<file path="src/hdl/tcw_pkg.sv">
// ----------------------------------------------------------------------------
// tcw_pkg: shared types and constants for the text console writer
// Item and result structs, action codes, control characters and the
// front-to-back command record.
// ----------------------------------------------------------------------------
package tcw_pkg;

  localparam logic [1:0] ACT_PUT   = 2'd0;
  localparam logic [1:0] ACT_SETC  = 2'd1;
  localparam logic [1:0] ACT_CLEAR = 2'd2;
  localparam logic [1:0] ACT_READ  = 2'd3;

  localparam logic [7:0] CH_BS    = 8'd8;
  localparam logic [7:0] CH_TAB   = 8'd9;
  localparam logic [7:0] CH_LF    = 8'd10;
  localparam logic [7:0] CH_CR    = 8'd13;
  localparam logic [7:0] CH_SPACE = 8'h20;

  localparam logic [1:0] REG_FG = 2'd0;
  localparam logic [1:0] REG_BG = 2'd1;

  typedef struct packed {
    logic [1:0] action;
    logic [7:0] char_code;
    logic [6:0] column;
    logic [4:0] row;
  } in_item_t;

  typedef struct packed {
    logic [6:0]  shown_column;
    logic [4:0]  shown_row;
    logic [10:0] cursor_location;
    logic [15:0] cell_value;
    logic        scrolled;
  } out_item_t;

  // Decoded command handed from the front part to the back part
  localparam logic [2:0] CMD_WRITE  = 3'd0;  // write char at cursor, advance
  localparam logic [2:0] CMD_LF     = 3'd1;
  localparam logic [2:0] CMD_BS     = 3'd2;
  localparam logic [2:0] CMD_CR     = 3'd3;
  localparam logic [2:0] CMD_TAB    = 3'd4;
  localparam logic [2:0] CMD_SETC   = 3'd5;
  localparam logic [2:0] CMD_CLEAR  = 3'd6;
  localparam logic [2:0] CMD_READ   = 3'd7;

  typedef struct packed {
    logic [2:0] cmd;
    logic [7:0] char_code;
    logic [6:0] column;
    logic [4:0] row;
  } cmd_t;

endpackage

</file>
<file path="src/hdl/tcw_front.sv">
// ----------------------------------------------------------------------------
// tcw_front: item intake and classification
// Accepts input items, decodes action and control characters, and pushes a
// command into a two-entry queue toward the back part.
// ----------------------------------------------------------------------------
module tcw_front (
  input  logic              clk,
  input  logic              rst_n,
  input  logic              in_valid,
  output logic              in_stall,
  input  tcw_pkg::in_item_t in_data,
  output logic              q_valid,
  output tcw_pkg::cmd_t     q_cmd,
  input  logic              q_pop
);
  import tcw_pkg::*;

  cmd_t       q_mem_r [2];
  logic       wp_r, rp_r;
  logic [1:0] cnt_r;
  cmd_t       dec;
  logic       push;

  always_comb begin
    dec.char_code = in_data.char_code;
    dec.column    = in_data.column;
    dec.row       = in_data.row;
    unique case (in_data.action)
      ACT_PUT: begin
        case (in_data.char_code)
          CH_LF:   dec.cmd = CMD_LF;
          CH_BS:   dec.cmd = CMD_BS;
          CH_CR:   dec.cmd = CMD_CR;
          CH_TAB:  dec.cmd = CMD_TAB;
          default: dec.cmd = CMD_WRITE;
        endcase
      end
      ACT_SETC:  dec.cmd = CMD_SETC;
      ACT_CLEAR: dec.cmd = CMD_CLEAR;
      default:   dec.cmd = CMD_READ;
    endcase
  end

  assign in_stall = (cnt_r == 2'd2);
  assign push     = in_valid && !in_stall;
  assign q_valid  = (cnt_r != 2'd0);
  assign q_cmd    = q_mem_r[rp_r];

  always_ff @(posedge clk) begin
    if (push) q_mem_r[wp_r] <= dec;
  end

  always_ff @(posedge clk) begin
    if (!rst_n) begin
      wp_r  <= 1'b0;
      rp_r  <= 1'b0;
      cnt_r <= 2'd0;
    end else begin
      if (push) wp_r <= !wp_r;
      if (q_pop) rp_r <= !rp_r;
      cnt_r <= cnt_r + {1'b0, push} - {1'b0, q_pop};
    end
  end

endmodule

</file>
<file path="config.mk">
export PLATFORM = sky130hd
export DESIGN_NAME = tcw_front
export DESIGN_NICKNAME = d
export VERILOG_FILES = /design/src/hdl/tcw_pkg.sv /design/src/hdl/tcw_front.sv
export SDC_FILE = /design/constraint.sdc
export NUM_CORES = 1
export LEC_CHECK = 0
export ABC_AREA = 1
export BUFFER_PORTS_ARGS = -buffer_cell sky130_fd_sc_hd__buf_4
export CORE_ASPECT_RATIO = 0.5
export CORE_MARGIN = 3
export CORE_UTILIZATION = 40
export CTS_CLUSTER_SIZE = 24
export DETAILED_ROUTE_END_ITERATION = 16
export PLACE_DENSITY = 0.71
export SYNTH_ARGS = -nofsm -noshare
export SYNTH_HDL_FRONTEND = slang
export SYNTH_SLANG_ARGS = --single-unit
</file>
<file path="constraint.sdc">
create_clock -name clk -period 2.4 [get_ports clk]
set_clock_uncertainty 0.1 [all_clocks]
set_input_delay 0.24 -clock clk [delete_from_list [all_inputs] [get_ports clk]]
set_output_delay 0.24 -clock clk [all_outputs]
set_load 0.01 [all_outputs]
</file>
==> impl_summary.md <==
Detailed routing
The number of detailed-routing iterations run before antenna repair is 4. The final routed wirelength across all metal layers is 3470 µm. For this block, the initial DRC count from the detailed router was 51. Across all layers, the routed design uses 1,210 vias. After detailed routing, the number of vias per cell comes to 4.69. The DRC violations left is 0. The detail route stage leaves a number of antenna-violating nets equal to 0. After detailed routing, the average wire length per cell comes to 13.5 µm.

Floorplan
The die covers 0.00603 mm². The floorplan die height is 56.4 µm. Row generation in the floorplan step produced 17 rows.

The die is 107 µm wide. The starting utilization of the core area is 0.439. The floorplan core area is 0.00464 mm². The I/O pin total is 51.

CTS
TritonCTS built the clock tree. The clock transition at the registers of the reported paths is 0.09 ns. Counting the buffers created by CTS gives 5. The number of hold buffers added after CTS was 0. The number of buffers inserted by post-CTS setup repair is 0. The clock sink count is 51. The clock passes through at most 2 buffers. CTS built an H-tree with a depth of 2. The root buffer cell chosen for the clock tree is sky130_fd_sc_hd__clkbuf_8. The clock insertion delay at the later pin of the skew report is 0.29 ns. The total of cells resized after clock tree synthesis is 0.

Logic synthesis
The total number of yosys warnings is 0. Of the total synthesized cell area, the portion taken by AND, OR, NAND and NOR gates is 0.0707. The average cell area after synthesis is 15.3 µm².

The count of unique library cells instantiated by Yosys is 16. The adder and majority cell fraction of the synthesized area is 0.0246. The mapped netlist covers 0.00204 mm². The number of nets handed over by synthesis was 163. The XOR/XNOR share of the synthesized area is 0.00430.

The synthesis-stage register bit count is 51. The share of the Yosys chip area taken by registers is 0.728. The post-synthesis compound-gate area fraction is 0.0141. The largest family of logic cells by synthesized area is multiplexers.

The portion of synthesized area spent on multiplexers is 0.127. The number of instances in the synthesized netlist is 133.

Cells and area
The top cell types in the final layout, fill and taps aside, are sky130_fd_sc_hd__buf_4 (53), sky130_fd_sc_hd__edfxtp_1 (46), sky130_fd_sc_hd__mux2_2 (23). The flip-flop and latch area is 0.00148 mm². Once layout is complete, the cells apart from fillers number 258. The layout filler cell count is 402. The post-layout net count is 221. The diode insertion count for antenna repair is 0.

Leaving out fill and tap cells, the most frequent cell in the layout is sky130_fd_sc_hd__buf_4. In the final layout, the share of cells above drive strength 1 is 0.464. The area added between synthesis and finish is 28.3%. Summing all multi-input logic gate instances after layout gives 495 µm².

Global routing
Entering global routing, the biggest net connects 24 pins. For met3 alone, demand over resource in global routing was 0.0402. The met2 track utilization from global routing is 0.239. The global routing stage identified its most utilized layer as met2.

The number of global-route vias before repair is 1,312. The first-pass GRT wire length is 5850 µm. The total overflow reported by the global router is 0. The global-route usage over all layers is 0.124.

For this run, global-route usage on met1 was measured as 0.126. The initial antenna violation count was 0.

STA
The time the worst path needs with I/O delays and setup is 1.78 ns. For the final routed database, the setup TNS stands at 0 ns. Measured against its own limit, the worst slew margin works out to 0.777. In the finished design, the share of the clock period the worst path needs comes to 0.741. The count of pins over their slew limit is 0. The slew at the pin with the worst max-slew slack is 0.335 ns. Setup violations remaining at the end of the flow were counted as 0. Setup repair after global routing left no endpoint under its margin. The number of endpoints with negative hold slack in the final report is 0. Based on the critical path, the design can be clocked at up to 562 MHz.

Power and ir drop
Power spread over the standard cell area amounts to 775 mW/mm². The worst-case vdd ir drop is 0.000493 V. The static leakage power is 1.05 nW.

Worst setup path
The critical path required time is 2.06 ns. The worst register-to-register path ends at cnt_r[1]. The critical path capture point type is a primary output.

The data arrival time of the worst path is 1.44 ns. For the worst flop-to-flop path, the logic depth is 8. The kind of launch point of the worst setup path is a flip-flop. The endpoint of the most critical setup path is q_cmd[14]. The setup path with the least slack is of type reg2out. The peak fanout along the critical path is 23. The startpoint identified for the worst register-to-register timing path is cnt_r[1]. In this run the register-to-register setup slack is 0.69 ns.

Status
The flow ran to the end, and the final reports show no timing, DRC or antenna violations.

Placement
At the end of routability-driven placement, the weighted congestion stood at 0.693. The cell total after placement is 250. The number of port buffers is 50. Summed over all nets, the half-perimeter wirelength after detailed placement is 2390 µm.

Flow run
The number of violations of the max-capacitance limit is 0.

Min path
In this run the worst hold path is classified as in2reg.
-- final cells by class --
class                           instances  area share
Sequential cell                        51       0.567
Multi-Input combinational cell         69       0.190
Timing Repair Buffer                   53       0.152
Tap cell                               66      0.0316
Clock buffer                            5      0.0264
Clock inverter                          3      0.0168
Inverter                               11      0.0158
-- state kept, by name (all words and copies together), names as in the netlist, named ones only --
register	cells
wp_r	1
cnt_r	2
q_mem_r	46
rp_r	1
-- how the worst min path moves through the flow --
stage / startpoint / endpoint / slack [ns] / cells after the start
5_1_grt: in_data[8] / q_mem_r[0][8] / 0.001 / 1
2_1_floorplan: rst_n / cnt_r[0] / 0.23 / 2
3_3_place_gp: in_data[6] / q_mem_r[1][6] / 0.33 / 1
3_5_place_dp: in_data[10] / q_mem_r[0][10] / 0.33 / 1
4_1_cts: in_data[10] / q_mem_r[0][10] / 0.01 / 1
6_report: in_data[7] / q_mem_r[0][7] / 0.02 / 1
-- cell families after synthesis --
family / Yosys count
AOI/OAI and AO/OA: 5
adders and majority gates: 4
xor gates and xnor gates: 1
and+or+nand+nor: 36
DFF: 51
buffers and inverters: 13
muxes: 23
-- power by group --
part           switching, mW  internal (mW)  leakage (nW)
registers             0.0235           1.07         0.470
logic                  0.176          0.177         0.523
clock network          0.267          0.310        0.0581
-- critical path: stages, from the launching register on --
cell and delay [ns]:
sky130_fd_sc_hd__dfxtp_1 0.31, sky130_fd_sc_hd__buf_4 0.30, sky130_fd_sc_hd__mux2_2 0.38, sky130_fd_sc_hd__buf_4 0.15
-- Yosys cell counts --
| library cell | number | area, µm² |
|---|---|---|
| sky130_fd_sc_hd__edfxtp_1 | 46 | 1380 |
| sky130_fd_sc_hd__mux2_2 | 23 | 259 |
| sky130_fd_sc_hd__nand2_1 | 20 | 75.1 |
| sky130_fd_sc_hd__nor2_1 | 12 | 45.0 |
| sky130_fd_sc_hd__inv_1 | 11 | 41.3 |
| sky130_fd_sc_hd__dfxtp_1 | 5 | 100 |
| sky130_fd_sc_hd__ha_1 | 4 | 50.1 |
| sky130_fd_sc_hd__a21oi_1 | 2 | 10.0 |
| sky130_fd_sc_hd__buf_6 | 2 | 22.5 |
| sky130_fd_sc_hd__o21ai_0 | 2 | 10.0 |
| sky130_fd_sc_hd__nand3_1 | 1 | 5.00 |
| sky130_fd_sc_hd__nor2_2 | 1 | 6.26 |
| sky130_fd_sc_hd__o21ai_2 | 1 | 8.76 |
| sky130_fd_sc_hd__or2_0 | 1 | 6.26 |
| sky130_fd_sc_hd__or2_2 | 1 | 6.26 |
| sky130_fd_sc_hd__xnor2_1 | 1 | 8.76 |
-- metal layers --
metal | part of all wire | routed length, µm
met1 | 0.38 | 1330
met2 | 0.56 | 1940
met3 | 0.048 | 167
met4 | 0.0092 | 32
met5 | 0 | 0
-- through the flow --
stage | setup slack (ns) | power [mW] | utilization | hold slack (ns) | instance area (µm²)
floorplan | 0.436 | 1.30 | - | 0.233 | 2040
global placement | 0.873 | 1.46 | 0.539 | 0.325 | 2500
detailed placement | 0.708 | 1.47 | 0.539 | 0.329 | 2500
CTS | 0.587 | 2.06 | 0.563 | 0.0107 | 2610
global route | 0.530 | 2.14 | 0.563 | 0.00147 | 2610
finish | 0.621 | 2.02 | 0.563 | 0.0231 | 2610
Power figures use the tool's default switching activity.
